$ cat config.mk
export PLATFORM = sky130hd
export DESIGN_NAME = fbde_ctrl
export DESIGN_NICKNAME = d
export VERILOG_FILES = /design/src/sv/fbde_pkg.sv /design/src/sv/fbde_ctrl.sv
export SDC_FILE = /design/constraint.sdc
export NUM_CORES = 1
export LEC_CHECK = 0
export ABC_AREA = 1
export BUFFER_PORTS_ARGS = -buffer_cell sky130_fd_sc_hd__buf_4
export CAP_MARGIN = 40
export CORE_MARGIN = 4
export CORE_UTILIZATION = 43
export CTS_CLUSTER_SIZE = 30
export DETAILED_ROUTE_END_ITERATION = 16
export GPL_ROUTABILITY_DRIVEN = 0
export PLACE_DENSITY = 0.73
export SLEW_MARGIN = 20
export SYNTH_ARGS = -nofsm -noshare
export SYNTH_HDL_FRONTEND = slang
export SYNTH_SLANG_ARGS = --single-unit
$ cat constraint.sdc
create_clock -name clk -period 1.22 [get_ports clk]
set_input_delay 0.061 -clock clk [delete_from_list [all_inputs] [get_ports clk]]
set_output_delay 0.061 -clock clk [all_outputs]
set_load 0.03 [all_outputs]
$ cat src/sv/fbde_pkg.sv
// Shared types, codes and helpers for the page framebuffer draw engine.
package fbde_pkg;

	localparam int SCREEN_WIDTH_DEF  = 128;
	localparam int SCREEN_HEIGHT_DEF = 64;
	localparam int ROWS_PER_PAGE     = 8;

	typedef enum logic [2:0] {
		OP_PIXEL = 3'd0,
		OP_HLINE = 3'd1,
		OP_VLINE = 3'd2,
		OP_RECT  = 3'd3,
		OP_CLEAR = 3'd4,
		OP_FILL  = 3'd5,
		OP_READ  = 3'd6,
		OP_NOP   = 3'd7
	} opcode_t;

	typedef enum logic [1:0] {
		INK_SET   = 2'd0,
		INK_CLEAR = 2'd1,
		INK_FLIP  = 2'd2,
		INK_KEEP  = 2'd3
	} color_t;

	// Command payload, one drawing or read transaction.
	typedef struct packed {
		logic        [2:0]  operation;
		logic signed [15:0] x_first;
		logic signed [15:0] x_second;
		logic signed [15:0] y_first;
		logic signed [15:0] y_second;
		logic        [15:0] rect_width;
		logic        [15:0] rect_height;
		logic        [1:0]  color;
		logic        [2:0]  read_page;
		logic        [6:0]  read_column;
	} cmd_t;

	// Controller to datapath.
	typedef struct packed {
		logic load_cmd;
		logic load_box;
		logic load_clip;
		logic mem_rd;
		logic mem_wr;
		logic sweep_start;
		logic sweep_white;
		logic sweep_wr;
		logic rd_issue;
		logic rd_done;
	} ctrl_cmd_t;

	// Datapath to controller.
	typedef struct packed {
		opcode_t op;
		logic    box_empty;
		logic    last_byte;
		logic    sweep_last;
		logic    out_busy;
	} dp_status_t;

	// Apply one color to the bits of a byte selected by mask.
	function automatic logic [7:0] apply_color(input logic [7:0] data, input logic [7:0] mask,
			input logic [1:0] color);
		logic [7:0] res;
		unique case (color_t'(color))
			INK_SET:   res = data | mask;
			INK_CLEAR: res = data & ~mask;
			INK_FLIP:  res = data ^ mask;
			default:   res = data;
		endcase
		return res;
	endfunction

endpackage

$ cat src/sv/fbde_ctrl.sv
// Controller state machine sequencing setup, read-modify-write, sweeps and reads.
module fbde_ctrl
	import fbde_pkg::*;
(
	input  logic       clk,
	input  logic       arst_n,
	input  logic       in_valid,
	output logic       in_ready,
	input  dp_status_t status,
	output ctrl_cmd_t  cmd
);

	typedef enum logic [7:0] {
		S_SWEEP  = 8'b0000_0001,
		S_IDLE   = 8'b0000_0010,
		S_BOX    = 8'b0000_0100,
		S_CLIP   = 8'b0000_1000,
		S_RD     = 8'b0001_0000,
		S_WR     = 8'b0010_0000,
		S_RDWAIT = 8'b0100_0000,
		S_RDOUT  = 8'b1000_0000
	} state_t;

	state_t state_q, state_d;

	always_ff @(posedge clk or negedge arst_n) begin
		if (!arst_n) begin
			state_q <= S_SWEEP;
		end else begin
			state_q <= state_d;
		end
	end

	assign in_ready = (state_q == S_IDLE);

	always_comb begin
		state_d = state_q;
		cmd     = '0;
		unique case (state_q)
			S_SWEEP: begin
				cmd.sweep_wr = 1'b1;
				if (status.sweep_last) begin
					state_d = S_IDLE;
				end
			end
			S_IDLE: begin
				if (in_valid) begin
					cmd.load_cmd = 1'b1;
					state_d      = S_BOX;
				end
			end
			S_BOX: begin
				unique case (status.op)
					OP_PIXEL, OP_HLINE, OP_VLINE, OP_RECT: begin
						cmd.load_box = 1'b1;
						state_d      = S_CLIP;
					end
					OP_CLEAR: begin
						cmd.sweep_start = 1'b1;
						state_d         = S_SWEEP;
					end
					OP_FILL: begin
						cmd.sweep_start = 1'b1;
						cmd.sweep_white = 1'b1;
						state_d         = S_SWEEP;
					end
					OP_READ: state_d = S_RDWAIT;
					default: state_d = S_IDLE;
				endcase
			end
			S_CLIP: begin
				cmd.load_clip = 1'b1;
				state_d       = status.box_empty ? S_IDLE : S_RD;
			end
			S_RD: begin
				cmd.mem_rd = 1'b1;
				state_d    = S_WR;
			end
			S_WR: begin
				cmd.mem_wr = 1'b1;
				state_d    = status.last_byte ? S_IDLE : S_RD;
			end
			S_RDWAIT: begin
				if (!status.out_busy) begin
					cmd.rd_issue = 1'b1;
					state_d      = S_RDOUT;
				end
			end
			S_RDOUT: begin
				cmd.rd_done = 1'b1;
				state_d     = S_IDLE;
			end
			default: state_d = S_IDLE;
		endcase
	end

endmodule

==> results of run 1 <==
through the flow:
stage	power [mW]	TNS [ns]	instances	cell area [um^2]	util, %
after floorplan	0.990	-0.254	90	662	-
after global placement	1.30	-0.150	135	906	67.9
after detailed placement	1.32	-0.213	135	906	67.9
after CTS	1.85	-2.73	153	1130	84.5
after global routing	2.38	-5.67	160	1260	94.5
final	2.27	-4.46	160	1260	94.5
what timing repair did:
action	CTS	global route
hold buffers	4	1
resized for setup	23	23
setup buffers	10	6
hold endpoints to repair	11	1
pin swaps	20	11
setup endpoints to repair	14	16
worst paths after layout:
path                            depth (start not counted)  startpoint  slack (ns)          to
max in group asynchronous                               2      arst_n        0.81  state_q[0]
worst min register to register                          3  state_q[6]        0.73  state_q[5]
worst min-delay path                                    2   status[2]       0.003  state_q[4]
worst max register to register                          9  state_q[7]       -0.38  state_q[1]
min in group asynchronous                               2      arst_n        0.18  state_q[4]
worst max-delay path                                    5  state_q[7]       -0.39      cmd[2]
per-layer routing:
layer | part of all wire (%) | global-route usage [%] | wire length (um) | vias up
met2 | 50 | 40.4 | 1730 | 81
met5 | 0 | 0 | 0 | -
met4 | 7.2 | 18.2 | 249 | 0
met3 | 9.2 | 4.30 | 316 | 24
li1 | - | - | - | 391
met1 | 33 | 27.0 | 1160 | 455
power by group through the flow:
stage          clock [mW]  sequential [mW]  combinational [mW]
2_1_floorplan           0            0.369               0.620
3_5_place_dp            0            0.375               0.948
5_1_grt             0.291            0.377                1.72
4_1_cts             0.229            0.364                1.26
3_3_place_gp            0            0.372               0.930
6_report            0.271            0.377                1.62
final cells by class:
cell class	count	area, um^2	area share, %
clock buffer	4	26.3	2.09
inverter	17	68.8	5.46
multi-input combinational	65	480	38.1
sequential	8	203	16.1
tap	15	18.8	1.49
timing repair buffer	51	463	36.7
placed cells by master (no fill, tap or decap):
cell           netlist  layout
buf_4                0      28
buf_6                0      18
clkbuf_1             0       1
clkbuf_4             0       3
dfrtp_1              7       6
dfrtp_2              0       1
dfstp_2              1       1
dlygate4sd3_1        0       5
inv_1               15      11
inv_2                2       4
inv_4                0       2
nand2_1             16      10
nand2_2              0       6
nand2_4              2       2
nand3_1              9       6
nand3_2              1       2
nand3_4              0       2
nand4_1              1       1
nor2_1              17       9
nor2_2               5       6
nor2_4               7      14
nor3_1               4       2
nor3_2               0       1
nor3_4               0       1
nor4_2               0       1
o21ai_1              1       1
o32ai_1              1       1
logic make-up (layout without fill, tap and decap cells):
family | Yosys count | after routing | synth area share, %
AND/OR/NAND/NOR | 63 | 63 | 55.2
buffers and inverters | 17 | 72 | 10.2
AO/OA/AOI/OAI | 2 | 2 | 2.21
flip-flops | 8 | 8 | 32.3
==> run_results.csv, run 1 <==
group,metric,value,unit
status,status,"complete, but fails checks",
status,violations,"negative setup slack",
sta,final_hold_viol_count,0,
synthesis,synth_edf_count,0,
synthesis,synthMostInstantiatedCell,"nor2_1",
layout,fin_nets,156,
cts,clock-root-buffer,"clkbuf_4",
critical_path,crit_chain,"nor2_4 -> nand2_4 -> buf_6 -> nor4_2 -> buf_4",
layout,largest-register,"state_q",
synthesis,synthFlopType,"dfrtp_1",
synthesis,syn_nets,100,
critical_path,cpMaxStageDelayCell,"dfrtp_1",
cts,cts_tree,"built",
detailed_routing,wl_per_cell,21.6,um
grt,antenna_found_initial,0,
cts,htree_levels,1,
synthesis,ys_seq_elements,8,
sta,rsz0062_at_grt,"yes",
critical_path,startpoint_type,"register",
synthesis,ys_seq_area_share,32.3,%
power,switchingPower,1.11,mW
power,power_density,1800,mW/mm^2
detailed_routing,finalWirelength,3450,um
cts,clockBufferDepth,2,
detailed_routing,drtAntennaViolNets,0,
sta,holdWs,0.00346,ns
die,ios,21,
sta,max_slew_margin,82.0,%
synthesis,ys_types,16,
detailed_routing,drtIter0Drc,46,
sta,post-route-period-util,132,%
power,internal-power,1.16,mW
grt,grt_first_pass_wirelength,3550,um
grt,track_usage,24.3,%
critical_path,crit_path_end_kind,"output port",
grt,grt_overflow_total,0,
layout,area_delta_synth_final,102,%
critical_path,critPathMaxFanout,5,
sta,tightest_slew,0.269,ns
job,maxCapViolCount,0,
sta,slew_viol_final,0,
power,netSwitchingFraction,48.9,%
power,power.share.sequential,16.6,%
detailed_routing,vias,951,
sta,final-setup-viol-count,17,
critical_path,arrival,1.55,ns
cts,clk_pin_slew,0.08,ns
die,start_util,46.7,%
layout,largestRegisters,"state_q: 8 flops",
detailed_routing,post-route-drc-count,0,
die,die_w,46.1,um
layout,largest_reg_flops,8,
die,row_count,13,
die,dieArea,0.00212,mm^2
layout,fill_cells,38,
place,io_buffers,20,
synthesis,synth_top_cell_area_share,28.1,%
power,combPwrFrac,71.5,%
critical_path,crit_type,"reg2out",
synthesis,async_flop_share,100,%
detailed_routing,viasPerCell,5.94,
place,pre_cts_ws,-0.115,ns
critical_path,max_stage_delay,0.43,ns
power,power_leakage,0.591,nW
synthesis,yosysWarnings,0,
critical_path,cp_top_family,"simple AND/OR/NAND/NOR gates",
synthesis,synth_area_leaders,"dfrtp_1 (28%), nor2_4 (13%), nor2_1 (10%), nand2_1 (9.6%), inv_1 (9.0%)",
grt,grt_pass1_vias,811,
die,die_y,46.1,um
cts,clk_latency,0.29,ns
sta,fin_crit,1.61,ns
layout,drive_gt1_share,63.4,%
synthesis,netlist_instances,90,
cts,numClockSinks,8,
critical_path,critPathBufInv,2,
detailed_routing,first_pass_iters,4,
cts,cts_buffers,3,
synthesis,synthTopCellsByCount,"nor2_1 (17), nand2_1 (16), inv_1 (15), nand3_1 (9)",
synthesis,syn_area,623,um^2
critical_path,crit_required,1.16,ns
sta,fmax,621,MHz
sta,fin_skew,0.0117,ns
power,irDropWorstVdd,1.21,mV
synthesis,syn_area_per_cell,6.92,um^2
power,clock_power_share,11.9,%
sta,layout_setup_ws,-0.390,ns
min_path,holdCritPathClass,"in2reg",
synthesis,yosys.area.top_type,"dfrtp_1",
die,coreArea,0.00133,mm^2
place,dp.final_hpwl,1330,um
layout,antenna-diode-count,0,
grt,grt_max_degree,9,
(Power assumes the default switching activity.)
==> run 2: changes to the inputs <==
--- a/config.mk
+++ b/config.mk
@@ -14,6 +14,7 @@
 export DETAILED_ROUTE_END_ITERATION = 16
 export GPL_ROUTABILITY_DRIVEN = 0
 export PLACE_DENSITY = 0.73
+export SETUP_SLACK_MARGIN = 0.1
 export SLEW_MARGIN = 20
 export SYNTH_ARGS = -nofsm -noshare
 export SYNTH_HDL_FRONTEND = slang
==> run_results.csv, run 2 <==
group,metric,value,unit
status,status,"stopped before the end",
status,stop_stage,"5_1_grt",
status,error,"[ERROR DPL-0033] detailed placement checks failed during check placement.",
synthesis,synthFlopType,"dfrtp_1",
cts,cts_buffers,3,
die,ios,21,
synthesis,synth_edf_count,0,
cts,htree_levels,1,
die,row_count,13,
place,dp.final_hpwl,1420,um
sta,crit_endpoint,"cmd[1]",
die,die_y,46.1,um
synthesis,ys_seq_elements,8,
die,die_w,46.1,um
synthesis,synth_area_leaders,"dfrtp_1 (28%), nor2_4 (13%), nor2_1 (10%), nand2_1 (9.6%), inv_1 (9.0%)",
synthesis,ys_types,16,
grt,grt_max_degree,9,
sta,worstEpCategory,"output port",
synthesis,syn_nets,100,
synthesis,netlist_instances,90,
synthesis,synth_top_cell_area_share,28.1,%
synthesis,yosys.area.top_type,"dfrtp_1",
synthesis,synthMostInstantiatedCell,"nor2_1",
synthesis,syn_area_per_cell,6.92,um^2
die,start_util,46.7,%
cts,clock-root-buffer,"clkbuf_4",
cts,numClockSinks,8,
synthesis,synthTopCellsByCount,"nor2_1 (17), nand2_1 (16), inv_1 (15), nand3_1 (9)",
synthesis,async_flop_share,100,%
cts,clockBufferDepth,2,
synthesis,syn_area,623,um^2
grt,antenna_found_initial,0,
synthesis,yosysWarnings,0,
place,io_buffers,20,
synthesis,ys_seq_area_share,32.3,%
==> run 2: cell counts after synthesis <==
No cell type changed its count.
==> run 2: repair_timing <==
| action | 4_1_cts |
|---|---|
| endpoints found under the hold margin | 12 |
| endpoints found under the setup margin | 18 |
| resized for setup | 20 |
| pin swaps | 7 |
| setup buffers | 5 |
| hold buffers | 5 |
==> run 2: logic make-up after synthesis <==
family	after synthesis	share of synthesized area [%]
and+or+nand+nor	63	55.2
buffers and inverters	17	10.2
DFF	8	32.3
AOI/OAI and AO/OA	2	2.21
==> run 2: through the flow <==
stage / hold WS (ns) / TNS, ns / worst slack, ns / std cells / cell area (um^2)
2_1_floorplan: -0.235 / -0.131 / -0.107 / 90 / 696
3_3_place_gp: -0.115 / -0.110 / -0.0755 / 141 / 985
3_5_place_dp: -0.113 / -0.266 / -0.112 / 141 / 985
4_1_cts: 0.000668 / -3.12 / -0.294 / 155 / 1180
==> run 3: changes to the inputs <==
--- a/config.mk
+++ b/config.mk
@@ -8,13 +8,11 @@
 export ABC_AREA = 1
 export BUFFER_PORTS_ARGS = -buffer_cell sky130_fd_sc_hd__buf_4
 export CAP_MARGIN = 40
-export CORE_MARGIN = 4
-export CORE_UTILIZATION = 43
-export CTS_CLUSTER_SIZE = 30
+export CORE_AREA = 4 4 65 67
 export DETAILED_ROUTE_END_ITERATION = 16
+export DIE_AREA = 0 0 69 71
 export GPL_ROUTABILITY_DRIVEN = 0
-export PLACE_DENSITY = 0.73
-export SETUP_SLACK_MARGIN = 0.1
+export PLACE_DENSITY_LB_ADDON = 0.15
 export SLEW_MARGIN = 20
 export SYNTH_ARGS = -nofsm -noshare
 export SYNTH_HDL_FRONTEND = slang
==> constraint.sdc (replaced) <==
create_clock -name clk -period 1.6 [get_ports clk]
set_input_delay 0.08 -clock clk [delete_from_list [all_inputs] [get_ports clk]]
set_output_delay 0.08 -clock clk [all_outputs]
set_load 0.03 [all_outputs]
==> run_results.csv, run 3 (synthesis results as in run 1) <==
group,metric,value,unit
status,status,"completed",
layout,drive_gt1_share,36.5,%
layout,fill_cells,414,
die,die_w,69,um
cts,htree_levels,1,
sta,final-setup-viol-count,0,
sta,post-route-period-util,94.8,%
sta,fin_crit,1.52,ns
sta,final_hold_viol_count,0,
critical_path,cpMaxStageDelayCell,"dfrtp_1",
critical_path,arrival,1.44,ns
cts,clk_latency,0.23,ns
sta,tightest_slew,0.227,ns
grt,antenna_found_initial,0,
detailed_routing,finalWirelength,1630,um
grt,grt_max_degree,10,
detailed_routing,viasPerCell,3.85,
layout,fin_area,905,um^2
sta,setup_tns,0,ns
die,die_y,71,um
critical_path,max_stage_delay,0.41,ns
place,pre_cts_ws,0.252,ns
detailed_routing,post-route-drc-count,0,
cts,cts_setup_buffers,0,
die,ios,21,
critical_path,path_common_cell,"nor2_4",
layout,largest-register,"state_q",
layout,largestRegisters,"state_q: 8 flops",
critical_path,startpoint_type,"register",
critical_path,crit_required,1.52,ns
cts,cts_buffers,3,
sta,fin_skew,0.00657,ns
detailed_routing,vias,628,
die,coreArea,0.00363,mm^2
die,dieArea,0.00490,mm^2
power,power.total,1.13,mW
place,io_buffers,20,
die,start_util,17.1,%
power,irDropWorstVdd,0.595,mV
critical_path,crit_type,"reg2out",
critical_path,crit_path_end_kind,"output port",
min_path,holdCritPathClass,"in2reg",
place,dp.final_hpwl,1370,um
layout,post-route-util,24.9,%
layout,antenna-diode-count,0,
sta,slew_viol_final,0,
detailed_routing,first_pass_iters,4,
grt,use_met3,2.13,%
detailed_routing,wl_per_cell,9.97,um
grt,grt_busiest_layer,"met1",
detailed_routing,drtIter0Drc,28,
cts,clk_pin_slew,0.05,ns
grt,grt_pass1_vias,611,
grt,grt_overflow_total,0,
grt,grt_use_met1,9.59,%
layout,fin_nets,126,
cts,cts_tree,"built",
layout,final_cell_mix,"buf_4 (20), nor2_1 (17), nand2_1 (16), inv_1 (15)",
critical_path,critPathMaxFanout,5,
sta,max_slew_margin,84.8,%
job,maxCapViolCount,0,
detailed_routing,drtAntennaViolNets,0,
cts,clockBufferDepth,2,
sta,layout_setup_ws,0.0839,ns
layout,final_common_cell,"buf_4",
place,placedInstanceArea,840,um^2
layout,area_delta_synth_final,45.2,%
grt,grt_use_met2,9.53,%
grt,track_usage,6.97,%
grt,grt_first_pass_wirelength,2710,um
cts,clock-root-buffer,"clkbuf_8",
layout,largest_reg_flops,8,
critical_path,reg2reg_slack,0.28,ns
die,row_count,22,
power,power_density,1250,mW/mm^2
sta,fmax,660,MHz
critical_path,crit_chain,"nor2_4 -> nand2_4 -> nor2_4 -> inv_2 -> nor2_1 -> buf_4",
power,power_leakage,0.435,nW
cts,numClockSinks,8,
run 3: metal layers:
layer / vias up / part of all wire, %
met5: - / 0
li1: 327 / -
met2: 19 / 43
met3: 4 / 4.8
met1: 278 / 50
met4: 0 / 2.3
run 3: report_power, final:
part	switching, mW	total, mW	internal (mW)
Clock	0.0830	0.256	0.173
Sequential	0.0478	0.285	0.238
Combinational	0.388	0.591	0.203
run 3: final timing paths:
kind	startpoint	to	cells past startpoint
worst max-delay path	state_q[5]	cmd[9]	6
worst min-delay path	status[0]	state_q[7]	2
worst max register to register	state_q[0]	state_q[1]	7
worst min register to register	state_q[6]	state_q[7]	2
max in group asynchronous	arst_n	state_q[0]	2
min in group asynchronous	arst_n	state_q[5]	2
run 3: timing repair:
item	in CTS	in global routing
setup endpoints to repair	0	3
hold buffers	1	0
resized for setup	0	2
hold endpoints to repair	8	0
run 3: stage by stage:
stage	hold WS [ns]	cells
after floorplan	-0.216	90
after global placement	-0.0915	158
after detailed placement	-0.0944	158
after CTS	0.0260	163
after global routing	0.0336	163
final	0.0276	163
run 3: area by class of cell:
type                            count  area, um^2  share of cell area [%]
Sequential cell                     8         201                    22.3
Tap cell                           48        60.1                    6.64
Timing Repair Buffer               21         160                    17.7
Multi-Input combinational cell     65         374                    41.4
Clock buffer                        4        45.0                    4.98
Inverter                           17        63.8                    7.05
run 3: critical path: cells and delay by family (launching register included):
kind	cells	cell delay (ns)
simple gates	4	0.54
flops	1	0.41
buf+inv	2	0.24
